==> config.mk <==
export PLATFORM = sky130hd
export DESIGN_NAME = frame_metadata_key_join_unit
export DESIGN_NICKNAME = d
export VERILOG_FILES = /design/src/rtl/fmkj_pkg.sv /design/src/rtl/frame_metadata_key_join_unit.sv /design/src/rtl/fmkj_ram.sv /design/src/rtl/fmkj_csr.sv /design/src/rtl/fmkj_seq.sv
export SDC_FILE = /design/constraint.sdc
export NUM_CORES = 1
export LEC_CHECK = 0
export BUFFER_PORTS_ARGS = -buffer_cell sky130_fd_sc_hd__buf_2
export CORE_ASPECT_RATIO = 1.4
export CORE_MARGIN = 8
export CORE_UTILIZATION = 35
export CTS_CLUSTER_DIAMETER = 40
export DETAILED_ROUTE_END_ITERATION = 8
export GPL_ROUTABILITY_DRIVEN = 0
export PLACE_DENSITY = 0.57
export SLEW_MARGIN = 20
export SYNTH_ARGS = -nofsm -noshare
export SYNTH_HDL_FRONTEND = slang
export SYNTH_SLANG_ARGS = --single-unit
==> constraint.sdc <==
create_clock -name clock -period 17.52 [get_ports clock]
set_input_delay 2.628 -clock clock [delete_from_list [all_inputs] [get_ports clock]]
set_output_delay 2.628 -clock clock [all_outputs]
set_load 0.01 [all_outputs]
==> src/rtl/fmkj_pkg.sv <==
// fmkj_pkg: shared constants, types and codes of the frame/metadata key join
// used by the top, csr and seq modules of the block, no dependencies
`default_nettype none

package fmkj_pkg;

   localparam int FRAME_DEPTH = 2;
   localparam int META_DEPTH  = 8;

   localparam int FQ_DEPTH = FRAME_DEPTH + 1;
   localparam int MQ_DEPTH = META_DEPTH + 1;
   localparam int FQ_AW    = $clog2(FQ_DEPTH);
   localparam int MQ_AW    = $clog2(MQ_DEPTH);
   localparam int FQ_CW    = $clog2(FQ_DEPTH + 1);
   localparam int MQ_CW    = $clog2(MQ_DEPTH + 1);

   localparam int KEY_W      = 32;
   localparam int HANDLE_W   = 32;
   localparam int ENTRY_W    = KEY_W + HANDLE_W;
   localparam int REQ_DATA_W = KEY_W + HANDLE_W;
   localparam int RSP_DATA_W = KEY_W + 2 * HANDLE_W;

   localparam int NUM_REGS = 2;
   localparam int CSR_AW   = $clog2(4 * NUM_REGS);
   localparam int CSR_IW   = CSR_AW - 2;
   localparam int CSR_DW   = 32;

   localparam logic [CSR_IW-1:0] REG_EMIT_FRAMES = CSR_IW'(0);
   localparam logic [CSR_IW-1:0] REG_EMIT_DROPS  = CSR_IW'(1);

   localparam logic OP_FRAME = 1'b0;
   localparam logic OP_META  = 1'b1;

   typedef enum logic [1:0] {
      KIND_PAIR       = 2'd0,
      KIND_FRAME_ONLY = 2'd1,
      KIND_MD_DROP    = 2'd2,
      KIND_REJECT     = 2'd3
   } kind_type;

   typedef struct packed {
      logic emit_drops;
      logic emit_frames;
   } cfg_type;

   typedef struct packed {
      logic [KEY_W-1:0]    key;
      logic [HANDLE_W-1:0] handle;
   } entry_type;

   typedef struct packed {
      kind_type            kind;
      logic [KEY_W-1:0]    key;
      logic [HANDLE_W-1:0] frame_handle;
      logic [HANDLE_W-1:0] metadata_handle;
   } result_type;

   typedef enum logic [4:0] {
      S_IDLE   = 5'b00001,
      S_APPEND = 5'b00010,
      S_READ   = 5'b00100,
      S_DECIDE = 5'b01000,
      S_FLUSH  = 5'b10000
   } state_type;

endpackage

`default_nettype wire

==> src/rtl/frame_metadata_key_join_unit.sv <==
// A rejected word's result is staged in the append state and registered in the flush
// state; any other word passes append, read and then decide, which takes one overflow or
// head-match step at a time (a pair pops both heads in one step), before its last result
// is registered in flush. A held output can stall decide and flush. One word at a time:
// the next word is taken only once the unit is back in idle after the previous word.
// Reset (synchronous): both queues empty, report enables set, no result held.
`default_nettype none

module frame_metadata_key_join_unit (
   input  wire logic                              clock,
   input  wire logic                              reset,
   input  wire logic                              req_tvalid,
   output logic                                   req_tready,
   input  wire logic [fmkj_pkg::REQ_DATA_W-1:0]   req_tdata,  // item_key, payload
   input  wire logic                              req_tuser,  // operation
   output logic                                   rsp_tvalid,
   input  wire logic                              rsp_tready,
   output logic      [fmkj_pkg::RSP_DATA_W-1:0]   rsp_tdata,  // event_key, frame_handle, metadata_handle
   output logic      [1:0]                        rsp_tuser,  // event_kind
   output logic                                   rsp_tlast,
   input  wire logic                              csr_psel,
   input  wire logic                              csr_penable,
   input  wire logic                              csr_pwrite,
   input  wire logic [fmkj_pkg::CSR_AW-1:0]       csr_paddr,
   input  wire logic [fmkj_pkg::CSR_DW-1:0]       csr_pwdata,
   output logic      [fmkj_pkg::CSR_DW-1:0]       csr_prdata,
   output logic                                   csr_pready
);
   import fmkj_pkg::*;

   cfg_type cfg;

   fmkj_csr u_csr (
      .clock       (clock),
      .reset       (reset),
      .csr_psel    (csr_psel),
      .csr_penable (csr_penable),
      .csr_pwrite  (csr_pwrite),
      .csr_paddr   (csr_paddr),
      .csr_pwdata  (csr_pwdata),
      .csr_prdata  (csr_prdata),
      .csr_pready  (csr_pready),
      .cfg         (cfg)
   );

   fmkj_seq u_seq (
      .clock      (clock),
      .reset      (reset),
      .cfg        (cfg),
      .req_tvalid (req_tvalid),
      .req_tready (req_tready),
      .req_tdata  (req_tdata),
      .req_tuser  (req_tuser),
      .rsp_tvalid (rsp_tvalid),
      .rsp_tready (rsp_tready),
      .rsp_tdata  (rsp_tdata),
      .rsp_tuser  (rsp_tuser),
      .rsp_tlast  (rsp_tlast)
   );

endmodule

`default_nettype wire

==> src/rtl/fmkj_ram.sv <==
// fmkj_ram: generic single-write, single-read ram with registered read data
// no dependencies
`default_nettype none

module fmkj_ram #(
   parameter int WIDTH = 64,
   parameter int DEPTH = 4
) (
   input  wire logic                     clock,
   input  wire logic                     wr_en,
   input  wire logic [$clog2(DEPTH)-1:0] wr_addr,
   input  wire logic [WIDTH-1:0]         wr_data,
   input  wire logic [$clog2(DEPTH)-1:0] rd_addr,
   output logic      [WIDTH-1:0]         rd_data
);

   logic [WIDTH-1:0] mem_ff [DEPTH];

   always_ff @(posedge clock) begin
      if (wr_en) begin
         mem_ff[wr_addr] <= wr_data;
      end
      rd_data <= mem_ff[rd_addr];
   end

endmodule

`default_nettype wire

==> src/rtl/fmkj_csr.sv <==
// fmkj_csr: apb register file holding the two report enables
// depends on fmkj_pkg
`default_nettype none

module fmkj_csr (
   input  wire logic                          clock,
   input  wire logic                          reset,
   input  wire logic                          csr_psel,
   input  wire logic                          csr_penable,
   input  wire logic                          csr_pwrite,
   input  wire logic [fmkj_pkg::CSR_AW-1:0]   csr_paddr,
   input  wire logic [fmkj_pkg::CSR_DW-1:0]   csr_pwdata,
   output logic      [fmkj_pkg::CSR_DW-1:0]   csr_prdata,
   output logic                               csr_pready,
   output fmkj_pkg::cfg_type                  cfg
);
   import fmkj_pkg::*;

   cfg_type           cfg_ff;
   cfg_type           cfg_in;
   logic [CSR_IW-1:0] idx;
   logic              wr;
   logic              rd_bit;

   assign idx        = csr_paddr[CSR_AW-1:2];
   assign wr         = csr_psel & csr_penable & csr_pwrite;
   assign csr_pready = 1'b1;
   assign cfg        = cfg_ff;

   always_comb begin
      cfg_in = cfg_ff;
      if (wr && idx == REG_EMIT_FRAMES) begin
         cfg_in.emit_frames = csr_pwdata[0];
      end
      if (wr && idx == REG_EMIT_DROPS) begin
         cfg_in.emit_drops = csr_pwdata[0];
      end
   end

   always_comb begin
      priority if (idx == REG_EMIT_FRAMES) begin
         rd_bit = cfg_ff.emit_frames;
      end else if (idx == REG_EMIT_DROPS) begin
         rd_bit = cfg_ff.emit_drops;
      end else begin
         rd_bit = 1'b0;
      end
   end

   assign csr_prdata = CSR_DW'(rd_bit);

   always_ff @(posedge clock) begin
      if (reset) begin
         cfg_ff <= '{emit_drops: 1'b1, emit_frames: 1'b1};
      end else begin
         cfg_ff <= cfg_in;
      end
   end

endmodule

`default_nettype wire

==> src/rtl/fmkj_seq.sv <==
// fmkj_seq: queue sequencer; two circular queues in rams, ordering check,
// head matching loop, one-deep result staging and output register
// depends on fmkj_pkg and fmkj_ram
`default_nettype none

module fmkj_seq (
   input  wire logic                              clock,
   input  wire logic                              reset,
   input  wire fmkj_pkg::cfg_type                 cfg,
   input  wire logic                              req_tvalid,
   output logic                                   req_tready,
   input  wire logic [fmkj_pkg::REQ_DATA_W-1:0]   req_tdata,
   input  wire logic                              req_tuser,
   output logic                                   rsp_tvalid,
   input  wire logic                              rsp_tready,
   output logic      [fmkj_pkg::RSP_DATA_W-1:0]   rsp_tdata,
   output logic      [1:0]                        rsp_tuser,
   output logic                                   rsp_tlast
);
   import fmkj_pkg::*;

   state_type            state_ff, state_in;
   logic                 op_ff, op_in;
   logic [KEY_W-1:0]     key_ff, key_in;
   logic [HANDLE_W-1:0]  payload_ff, payload_in;

   logic [FQ_AW-1:0]     f_head_ff, f_head_in;
   logic [FQ_CW-1:0]     f_count_ff, f_count_in;
   logic [KEY_W-1:0]     f_last_ff, f_last_in;
   logic [MQ_AW-1:0]     m_head_ff, m_head_in;
   logic [MQ_CW-1:0]     m_count_ff, m_count_in;
   logic [KEY_W-1:0]     m_last_ff, m_last_in;

   logic                 pend_valid_ff, pend_valid_in;
   result_type           pend_ff, pend_in;
   logic                 out_valid_ff, out_valid_in;
   result_type           out_ff, out_in;
   logic                 out_last_ff, out_last_in;

   logic                 f_wr_en, m_wr_en;
   entry_type            wr_entry;
   entry_type            f_head_entry, m_head_entry;
   logic [FQ_AW:0]       f_sum;
   logic [MQ_AW:0]       m_sum;
   logic [FQ_AW-1:0]     f_tail, f_next;
   logic [MQ_AW-1:0]     m_tail, m_next;

   logic                 out_free;
   logic                 reject;
   logic                 have_act, act_emit, pop_f, pop_m, stall;
   result_type           act_res;

   // queue pointers
   assign f_sum  = (FQ_AW+1)'(f_head_ff) + (FQ_AW+1)'(f_count_ff);
   assign m_sum  = (MQ_AW+1)'(m_head_ff) + (MQ_AW+1)'(m_count_ff);
   assign f_tail = (f_sum >= (FQ_AW+1)'(FQ_DEPTH)) ?
                   FQ_AW'(f_sum - (FQ_AW+1)'(FQ_DEPTH)) : f_sum[FQ_AW-1:0];
   assign m_tail = (m_sum >= (MQ_AW+1)'(MQ_DEPTH)) ?
                   MQ_AW'(m_sum - (MQ_AW+1)'(MQ_DEPTH)) : m_sum[MQ_AW-1:0];
   assign f_next = (f_head_ff == FQ_AW'(FQ_DEPTH - 1)) ? '0 : f_head_ff + 1'b1;
   assign m_next = (m_head_ff == MQ_AW'(MQ_DEPTH - 1)) ? '0 : m_head_ff + 1'b1;

   assign wr_entry = '{key: key_ff, handle: payload_ff};

   // read address follows the next head, so the registered read data holds the current head entry
   fmkj_ram #(
      .WIDTH (ENTRY_W),
      .DEPTH (FQ_DEPTH)
   ) u_frame_ram (
      .clock   (clock),
      .wr_en   (f_wr_en),
      .wr_addr (f_tail),
      .wr_data (wr_entry),
      .rd_addr (f_head_in),
      .rd_data (f_head_entry)
   );

   fmkj_ram #(
      .WIDTH (ENTRY_W),
      .DEPTH (MQ_DEPTH)
   ) u_meta_ram (
      .clock   (clock),
      .wr_en   (m_wr_en),
      .wr_addr (m_tail),
      .wr_data (wr_entry),
      .rd_addr (m_head_in),
      .rd_data (m_head_entry)
   );

   assign out_free = ~out_valid_ff | rsp_tready;

   assign reject = (op_ff == OP_FRAME) ?
                   (f_count_ff != '0 && f_last_ff >= key_ff) :
                   (m_count_ff != '0 && m_last_ff >= key_ff);

   // one queue action per cycle unless stalled by a held output: overflow first, then head compare
   always_comb begin
      have_act = 1'b1;
      pop_f    = 1'b0;
      pop_m    = 1'b0;
      act_emit = 1'b0;
      act_res  = '{kind: KIND_FRAME_ONLY, key: f_head_entry.key,
                   frame_handle: f_head_entry.handle, metadata_handle: '0};
      priority if (f_count_ff > FQ_CW'(FRAME_DEPTH)) begin
         pop_f    = 1'b1;
         act_emit = cfg.emit_frames;
      end else if (m_count_ff > MQ_CW'(META_DEPTH)) begin
         pop_m    = 1'b1;
         act_emit = cfg.emit_drops;
         act_res  = '{kind: KIND_MD_DROP, key: m_head_entry.key,
                      frame_handle: '0, metadata_handle: m_head_entry.handle};
      end else if (f_count_ff != '0 && m_count_ff != '0) begin
         priority if (f_head_entry.key < m_head_entry.key) begin
            pop_f    = 1'b1;
            act_emit = cfg.emit_frames;
         end else if (f_head_entry.key == m_head_entry.key) begin
            pop_f    = 1'b1;
            pop_m    = 1'b1;
            act_emit = cfg.emit_frames;
            act_res.kind            = KIND_PAIR;
            act_res.metadata_handle = m_head_entry.handle;
         end else begin
            pop_m    = 1'b1;
            act_emit = cfg.emit_drops;
            act_res  = '{kind: KIND_MD_DROP, key: m_head_entry.key,
                         frame_handle: '0, metadata_handle: m_head_entry.handle};
         end
      end else begin
         have_act = 1'b0;
      end
   end

   assign stall = have_act & act_emit & pend_valid_ff & ~out_free;

   always_comb begin
      state_in      = state_ff;
      op_in         = op_ff;
      key_in        = key_ff;
      payload_in    = payload_ff;
      f_head_in     = f_head_ff;
      f_count_in    = f_count_ff;
      f_last_in     = f_last_ff;
      m_head_in     = m_head_ff;
      m_count_in    = m_count_ff;
      m_last_in     = m_last_ff;
      pend_valid_in = pend_valid_ff;
      pend_in       = pend_ff;
      out_valid_in  = out_valid_ff & ~rsp_tready;
      out_in        = out_ff;
      out_last_in   = out_last_ff;
      f_wr_en       = 1'b0;
      m_wr_en       = 1'b0;
      unique case (state_ff)
         S_IDLE: begin
            if (req_tvalid) begin
               op_in      = req_tuser;
               key_in     = req_tdata[KEY_W-1:0];
               payload_in = req_tdata[REQ_DATA_W-1:KEY_W];
               state_in   = S_APPEND;
            end
         end
         S_APPEND: begin
            if (reject) begin
               pend_in       = '{kind: KIND_REJECT, key: key_ff,
                                 frame_handle: '0, metadata_handle: '0};
               pend_valid_in = 1'b1;
               state_in      = S_FLUSH;
            end else begin
               if (op_ff == OP_FRAME) begin
                  f_wr_en    = 1'b1;
                  f_count_in = f_count_ff + 1'b1;
                  f_last_in  = key_ff;
               end else begin
                  m_wr_en    = 1'b1;
                  m_count_in = m_count_ff + 1'b1;
                  m_last_in  = key_ff;
               end
               state_in = S_READ;
            end
         end
         S_READ: begin
            state_in = S_DECIDE;
         end
         S_DECIDE: begin
            if (!have_act) begin
               state_in = S_FLUSH;
            end else if (!stall) begin
               if (pop_f) begin
                  f_head_in  = f_next;
                  f_count_in = f_count_ff - 1'b1;
               end
               if (pop_m) begin
                  m_head_in  = m_next;
                  m_count_in = m_count_ff - 1'b1;
               end
               if (act_emit) begin
                  if (pend_valid_ff) begin
                     out_valid_in = 1'b1;
                     out_in       = pend_ff;
                     out_last_in  = 1'b0;
                  end
                  pend_in       = act_res;
                  pend_valid_in = 1'b1;
               end
            end
         end
         S_FLUSH: begin
            if (!pend_valid_ff) begin
               state_in = S_IDLE;
            end else if (out_free) begin
               out_valid_in  = 1'b1;
               out_in        = pend_ff;
               out_last_in   = 1'b1;
               pend_valid_in = 1'b0;
               state_in      = S_IDLE;
            end
         end
         default: begin
            state_in = S_IDLE;
         end
      endcase
   end

   always_ff @(posedge clock) begin
      if (reset) begin
         state_ff      <= S_IDLE;
         f_head_ff     <= '0;
         f_count_ff    <= '0;
         m_head_ff     <= '0;
         m_count_ff    <= '0;
         pend_valid_ff <= 1'b0;
         out_valid_ff  <= 1'b0;
      end else begin
         state_ff      <= state_in;
         f_head_ff     <= f_head_in;
         f_count_ff    <= f_count_in;
         m_head_ff     <= m_head_in;
         m_count_ff    <= m_count_in;
         pend_valid_ff <= pend_valid_in;
         out_valid_ff  <= out_valid_in;
      end
   end

   always_ff @(posedge clock) begin
      op_ff       <= op_in;
      key_ff      <= key_in;
      payload_ff  <= payload_in;
      f_last_ff   <= f_last_in;
      m_last_ff   <= m_last_in;
      pend_ff     <= pend_in;
      out_ff      <= out_in;
      out_last_ff <= out_last_in;
   end

   assign req_tready = (state_ff == S_IDLE);
   assign rsp_tvalid = out_valid_ff;
   assign rsp_tdata  = {out_ff.metadata_handle, out_ff.frame_handle, out_ff.key};
   assign rsp_tuser  = out_ff.kind;
   assign rsp_tlast  = out_last_ff;

endmodule

`default_nettype wire

== Word-level counts from Yosys, hierarchy flattened ==
Memories as Yosys holds them, arrays and structs flattened. A register that Yosys moved wholly into a read port is not among the register bits.
Cells that the tools add are included.

* Add/sub/neg operators: 10
* Magnitude comparators: 7
* Equality and inequality tests: 23
* Mux-type cells: 98
* Bitwise gates (word level): 13
* Reductions and logical operators: 19

{| class="wikitable"
|+ Operators by type and width
! operator !! number
|-
| 98-bit 2-to-1 mux || 14
|-
| 98-bit one-hot mux with 2 select lines || 2
|-
| 32-bit >= comparator || 2
|-
| 64-bit 2-to-1 mux || 1
|-
| 1-bit 2-to-1 mux || 47
|-
| 4-bit 2-to-1 mux || 11
|-
| 32-bit equality test || 1
|-
| 32-bit < comparator || 1
|-
| 5-bit 2-to-1 mux || 5
|-
| 5-bit one-hot mux with 5 select lines || 1
|-
| 2-bit 2-to-1 mux || 12
|-
| 2-bit by 1-bit inequality test with 1-bit output (second input constant) || 9
|-
| 6-bit AND reduction || 2
|-
| 2-bit inequality test (second input constant) || 5
|-
| 5-bit AND reduction || 2
|-
| 3-bit AND reduction || 3
|-
| 4-bit by 1-bit adder with 4-bit output (second input constant) || 2
|-
| 4-bit one-hot mux with 2 select lines || 1
|-
| 7-bit AND reduction || 1
|-
| 1-bit AND || 6
|-
| 1-bit inverter || 6
|-
| 2-bit nonzero test || 3
|-
| 4-bit by 4-bit adder with 5-bit output || 1
|-
| 5-bit by 1-bit equality test with 1-bit output (second input constant) || 1
|-
| 25 further kinds || 31
|}

* Register bits after elaboration: 347
* RAM bits: 768
* Bits of input ports: 107
* Output and inout port bits: 134
* Memories kept: 2

{| class="wikitable"
|+ Memories
! name !! depth !! width !! read ports !! clocked after Yosys merged registers in !! write ports !! RTL line !! source
|-
| u_seq.u_meta_ram.mem_ff || 9 || 64 || 1 || 1 || 1 || fmkj_ram.sv:17 || <nowiki>logic [WIDTH-1:0] mem_ff [DEPTH];</nowiki>
|-
| u_seq.u_frame_ram.mem_ff || 3 || 64 || 1 || 1 || 1 || fmkj_ram.sv:17 ||
|}

== Logic depth before layout (Yosys ltp) ==
* Depth in word-level cells: 12
* Depth in mapped cells: 17

== By module ==
From an unflattened synthesis, not the netlist that was laid out.

* Cells, all modules: 2788
* Area, all modules: 47576.9 sq um

{| class="wikitable"
|+ Modules (own cells, without submodules)
! module !! instances !! cells each !! area each (sq um)
|-
| fmkj_ram (u_seq.u_meta_ram) || 1 || 1240 || 23909.2
|-
| fmkj_seq || 1 || 1031 || 14878.0
|-
| fmkj_ram (u_seq.u_frame_ram) || 1 || 472 || 8436.8
|-
| fmkj_csr || 1 || 45 || 352.8
|}

== Worst setup path before layout ==
No wires, ideal clock.

* Path type: register to register
* Start point: register u_seq.key_ff[0]
* End point: memory u_seq.u_meta_ram.mem_ff[8][0], enable pin
* Arrival time: 8330 ps
* Setup slack: 8613 ps
* Stages on the path, launching flop included: 12
* Path through: edfxtp_1 > ha_1 > nand2b_1 > a21o_1 > a21o_1 > a2111oi_0 > o21ai_0 > a221o_1 > o211ai_1 > and3_1 > clkbuf_1 > nor3b_1

* Word-level cells in the longest chain between the ends: 7

{| class="wikitable"
|+ Ends and longest elaborated chain
! what !! RTL line !! source
|-
| start, declared || fmkj_seq.sv:24 || <nowiki>logic [KEY_W-1:0] key_ff, key_in;</nowiki>
|-
| start signal, assigned || fmkj_seq.sv:246 || <nowiki>key_ff <= key_in;</nowiki>
|-
| 32-bit >= comparator, on equally long branches || fmkj_seq.sv:93, fmkj_seq.sv:94 ||
|-
| 1-bit logical AND, on equally long branches || fmkj_seq.sv:93, fmkj_seq.sv:94 ||
|-
| 1-bit 2-to-1 mux * || fmkj_seq.sv:92 || <nowiki>assign reject = (op_ff == OP_FRAME) ?</nowiki>
|-
| 1-bit 2-to-1 mux * || fmkj_seq.sv:163 || <nowiki>if (reject) begin</nowiki>
|-
| 1-bit 2-to-1 mux * || fmkj_seq.sv:153 || <nowiki>unique case (state_ff)</nowiki>
|-
| 1-bit 2-to-1 mux * || fmkj_ram.sv:20 || <nowiki>if (wr_en) begin</nowiki>
|-
| 1-bit 2-to-1 mux (implied by the code) * || fmkj_ram.sv:21 || <nowiki>mem_ff[wr_addr] <= wr_data;</nowiki>
|-
| end, declared || fmkj_ram.sv:17 ||
|}

Every way passes the cells marked *; elsewhere a longest branch is shown, timed or not.

== Worst setup path after layout ==
* Start point: input port rsp_tready
* End point: register u_seq.u_meta_ram.rd_data[19] (read register of u_seq.u_meta_ram.mem_ff)

* Word-level cells in the longest chain between the ends: 6

{| class="wikitable"
|+ Ends and longest elaborated chain
! what !! RTL line !! source
|-
| start, declared || frame_metadata_key_join_unit.sv:17 || <nowiki>input wire logic rsp_tready,</nowiki>
|-
| 1-bit bitwise OR || fmkj_seq.sv:90 || <nowiki>assign out_free = ~out_valid_ff | rsp_tready;</nowiki>
|-
| 1-bit inverter || fmkj_seq.sv:133 || <nowiki>assign stall = have_act & act_emit & pend_valid_ff & ~out_free;</nowiki>
|-
| 1-bit AND || fmkj_seq.sv:133 ||
|-
| 4-bit 2-to-1 mux || fmkj_seq.sv:187 || <nowiki>end else if (!stall) begin</nowiki>
|-
| 4-bit 2-to-1 mux || fmkj_seq.sv:185 || <nowiki>if (!have_act) begin</nowiki>
|-
| 4-bit 2-to-1 mux || fmkj_seq.sv:153 ||
|-
| end, declared || fmkj_ram.sv:14 || <nowiki>output logic [WIDTH-1:0] rd_data</nowiki>
|}

Every way passes these cells.
A chain may end at the register's enable or synchronous reset.

==> flow_summary.ini <==
[outcome]
outcome = complete, no violations

[yosys]
yosysSeqAreaShare_pct = 73.68
async_flop_share_pct = 0
yosysUniqueCellTypes = 78
yosys_warnings = 0
synth_edf_count = 1094
synthTopCellsByArea = edfxtp_1 (68%), dfxtp_1 (6.1%), mux2_2 (3.4%), mux2i_1 (3.4%), ha_1 (2.8%)
yosys.area.top_type_share_pct = 67.55
ys_ff_latch = 1243
avgSynthCellArea_um2 = 16.06
syn_area_um2 = 48640
synth_top_area_cell = edfxtp_1
synthCells = 3028
synth_flop_cell = edfxtp_1

[grt]
grt_pass1_wl_mm = 169.1
grt_pass1_vias = 26910
grt_max_degree = 81
grt.total_usage_pct = 14.82
overflow = 0
antenna_found_initial = 8

[clock_network]
ctsHoldBuffers = 0
h-tree-depth = 4
cts_resized = 0
cts_tree = yes
clkSinkCount = 1243
cts_inserted_buffers = 140
ctsLongestPathBuffers = 3
post_cts_buffers = 0
clock_latency_ns = 0.78
clk_pin_slew_ns = 0.06
cts_root_buf = clkbuf_16

[die]
pin_count = 241
core_um2 = 138600
rows = 162
die_area_um2 = 151300
floorplan.initialDensity_pct = 35.08
chipWidth_um = 331.1
die_h_um = 457.1

[drt]
drt_wl_total_mm = 114.8
drtIter0Drc = 1884
via_per_inst = 5.070
antenna_left = 0
wl_per_cell_um = 22.17
firstDrtPassIters = 7
drc = 0
via_count = 26250

[final_layout]
instances_no_fill = 5177
final_cell_mix = edfxtp_1 (1094), nand2_1 (322), a21oi_1 (178), buf_2 (175), mux2i_1 (163)
area_growth_pct = 15.87
final_common_cell = edfxtp_1
final_nets = 3470
drive_above_1_share_pct = 19.93
nFillCells = 12510

[setup_path]
cp.arrival_ns = 7.51
cp_max_fo = 55
crit_buf_inv = 3
critPathMostFrequentCell = buf_4
slowest_delay_ns = 0.85
critPathTopFamily = buffers and inverters
cp_cell_sequence = buf_2 -> nor2b_1 -> nand2_1 -> or4_4 -> nand3_4 -> o311a_4 -> buf_4 -> buf_4 -> mux2_2 -> a222oi_1 -> o221ai_1
cp-end-kind = flop
start_kind = input pin
slowest_stage = buf_4
cp.required_ns = 18.13
path_class = input pin to flop

[placement]
io_buffers = 175
dpl.hpwl_mm = 67.61
dpl.cell_count = 4914

[sta]
min_period_over_period_pct = 39.37
period_minus_slack_ns = 6.898
max_slew_margin_pct = 25.28
tightest_slew_ns = 1.121
max_clock_freq_mhz = 145.0
slew_violations = 0
final.setup_skew_ns = 0.05680
setup_viol = 0
fin_setup_tns_ns = 0
hold_ws_ns = 0.3937
hold_viol_final = 0
rsz0062_at_grt = false

[pwr]
ir_worst_vdd_mv = 0.09216
power_density_nw_per_um2 = 125.0
p_leak_nw = 20.79

[run]
max_cap_violations = 0

[hold_path]
worst_hold_path_type = flop to flop
sequential cells by signal, indices dropped and copies added (netlist names):
register and count:
u_seq.f_count_ff 2, u_seq.u_frame_ram.mem_ff 192, u_seq.m_count_ff 4, u_seq.u_frame_ram.rd_data 64, u_seq.pend_ff 98, u_seq.rsp_tlast 1
u_seq.op_ff 1, u_seq.f_last_ff 32, u_seq.pend_valid_ff 1, u_seq.state_ff 5, u_seq.payload_ff 32, u_csr.cfg 2
u_seq.rsp_tuser 2, u_seq.u_meta_ram.rd_data 64, u_seq.rsp_tdata 96, u_seq.m_head_ff 4, u_seq.rsp_tvalid 1, u_seq.f_head_ff 2
u_seq.key_ff 32, u_seq.m_last_ff 32, u_seq.u_meta_ram.mem_ff 576
synthesized netlist by cell type (3+ instances only):
cell type	n
buf_6	21
a222oi_1	64
o221ai_1	64
o21ai_0	56
nor2_1	44
a211o_1	67
a22o_1	4
a31oi_1	4
o31ai_1	4
clkbuf_1	91
nor4_1	4
xor2_1	3
nand3_1	5
nor3_1	12
xnor2_1	5
o21a_1	6
mux2_2	146
mux2_1	23
mux2i_1	163
buf_1	3
a221oi_1	3
o22ai_1	4
mux2_4	26
edfxtp_1	1094
buf_2	24
fa_1	3
and3_1	4
a21oi_1	179
a21o_1	25
ha_1	108
o211ai_1	3
inv_1	92
buf_4	36
and2_1	70
o21bai_1	3
nand4_1	23
nor2b_1	15
dfxtp_1	149
nand2_1	324
nand2b_1	4
or4_1	3
worst register-to-register path, stage by stage, from the launching register on:
cell      delay (ns)
dfxtp_1         0.35
inv_1           0.05
ha_1            0.33
nand4_1         0.33
a2111o_1        0.62
a31oi_1         0.38
a211o_1         0.19
buf_4           0.42
inv_1           0.19
nand2_1         0.12
o311a_4         0.65
buf_4           0.85
buf_4           0.90
mux2_2          0.43
a222oi_1        0.39
o221ai_1        0.21
metrics by stage:
step	cell area, µm²	utilization (%)	total power [mW]	setup WS, ns
floorplan	48750	-	3.915	8.613
global placement	51470	37.13	4.123	9.733
detailed placement	51500	37.15	4.138	9.733
CTS	56350	40.64	7.130	10.58
global route	56350	40.65	7.302	10.34
finish	56350	40.65	7.044	10.62
metal layers:
metal	share of wire [%]	wire, µm	track usage, %	vias to the layer above
met4	2.5	2816	4.658	2
li1	-	-	-	12060
met5	0.0070	8	0	-
met2	49	56520	25.35	674
met1	43	49860	19.03	13340
met3	4.8	5564	2.619	175
logic make-up after synthesis:
group	synth area share, %
xor+xnor	0.1441
fa+ha+maj	2.923
buf+inv	2.735
flops	73.68
compound gates	7.473
other cells	0.01544
mux	8.070
simple gates	4.960
worst paths after layout:
check                                     from                      endpoint  slack, ns  cells after the start
setup / recovery                    rsp_tready  u_seq.u_meta_ram.rd_data[19]      10.62                     11
hold / removal               u_seq.pend_ff[30]           u_seq.rsp_tdata[94]       0.39                      0
setup reg to reg  u_seq.u_meta_ram.rd_data[46]  u_seq.u_meta_ram.rd_data[19]      10.95                     15
hold reg to reg              u_seq.pend_ff[30]           u_seq.rsp_tdata[94]       0.39                      0
report_power, final:
part / total [mW] / switching (mW) / leakage, nW / internal [mW]
Clock: 2.98 / 1.27 / 2.32 / 1.71
Combinational: 0.397 / 0.265 / 7.43 / 0.132
Sequential: 3.67 / 0.163 / 11.0 / 3.51
final cells by class:
type	count	area, µm²	share of cell area (%)
Clock buffer	175	3755	6.663
Antenna cell	1	2.502	0.004441
Timing Repair Buffer	228	1294	2.296
Inverter	92	347.8	0.6172
Multi-Input combinational cell	1547	11770	20.88
Sequential cell	1243	35840	63.60
Tap cell	1804	2257	4.005
Clock inverter	87	1094	1.941
(Power assumes the default switching activity.)
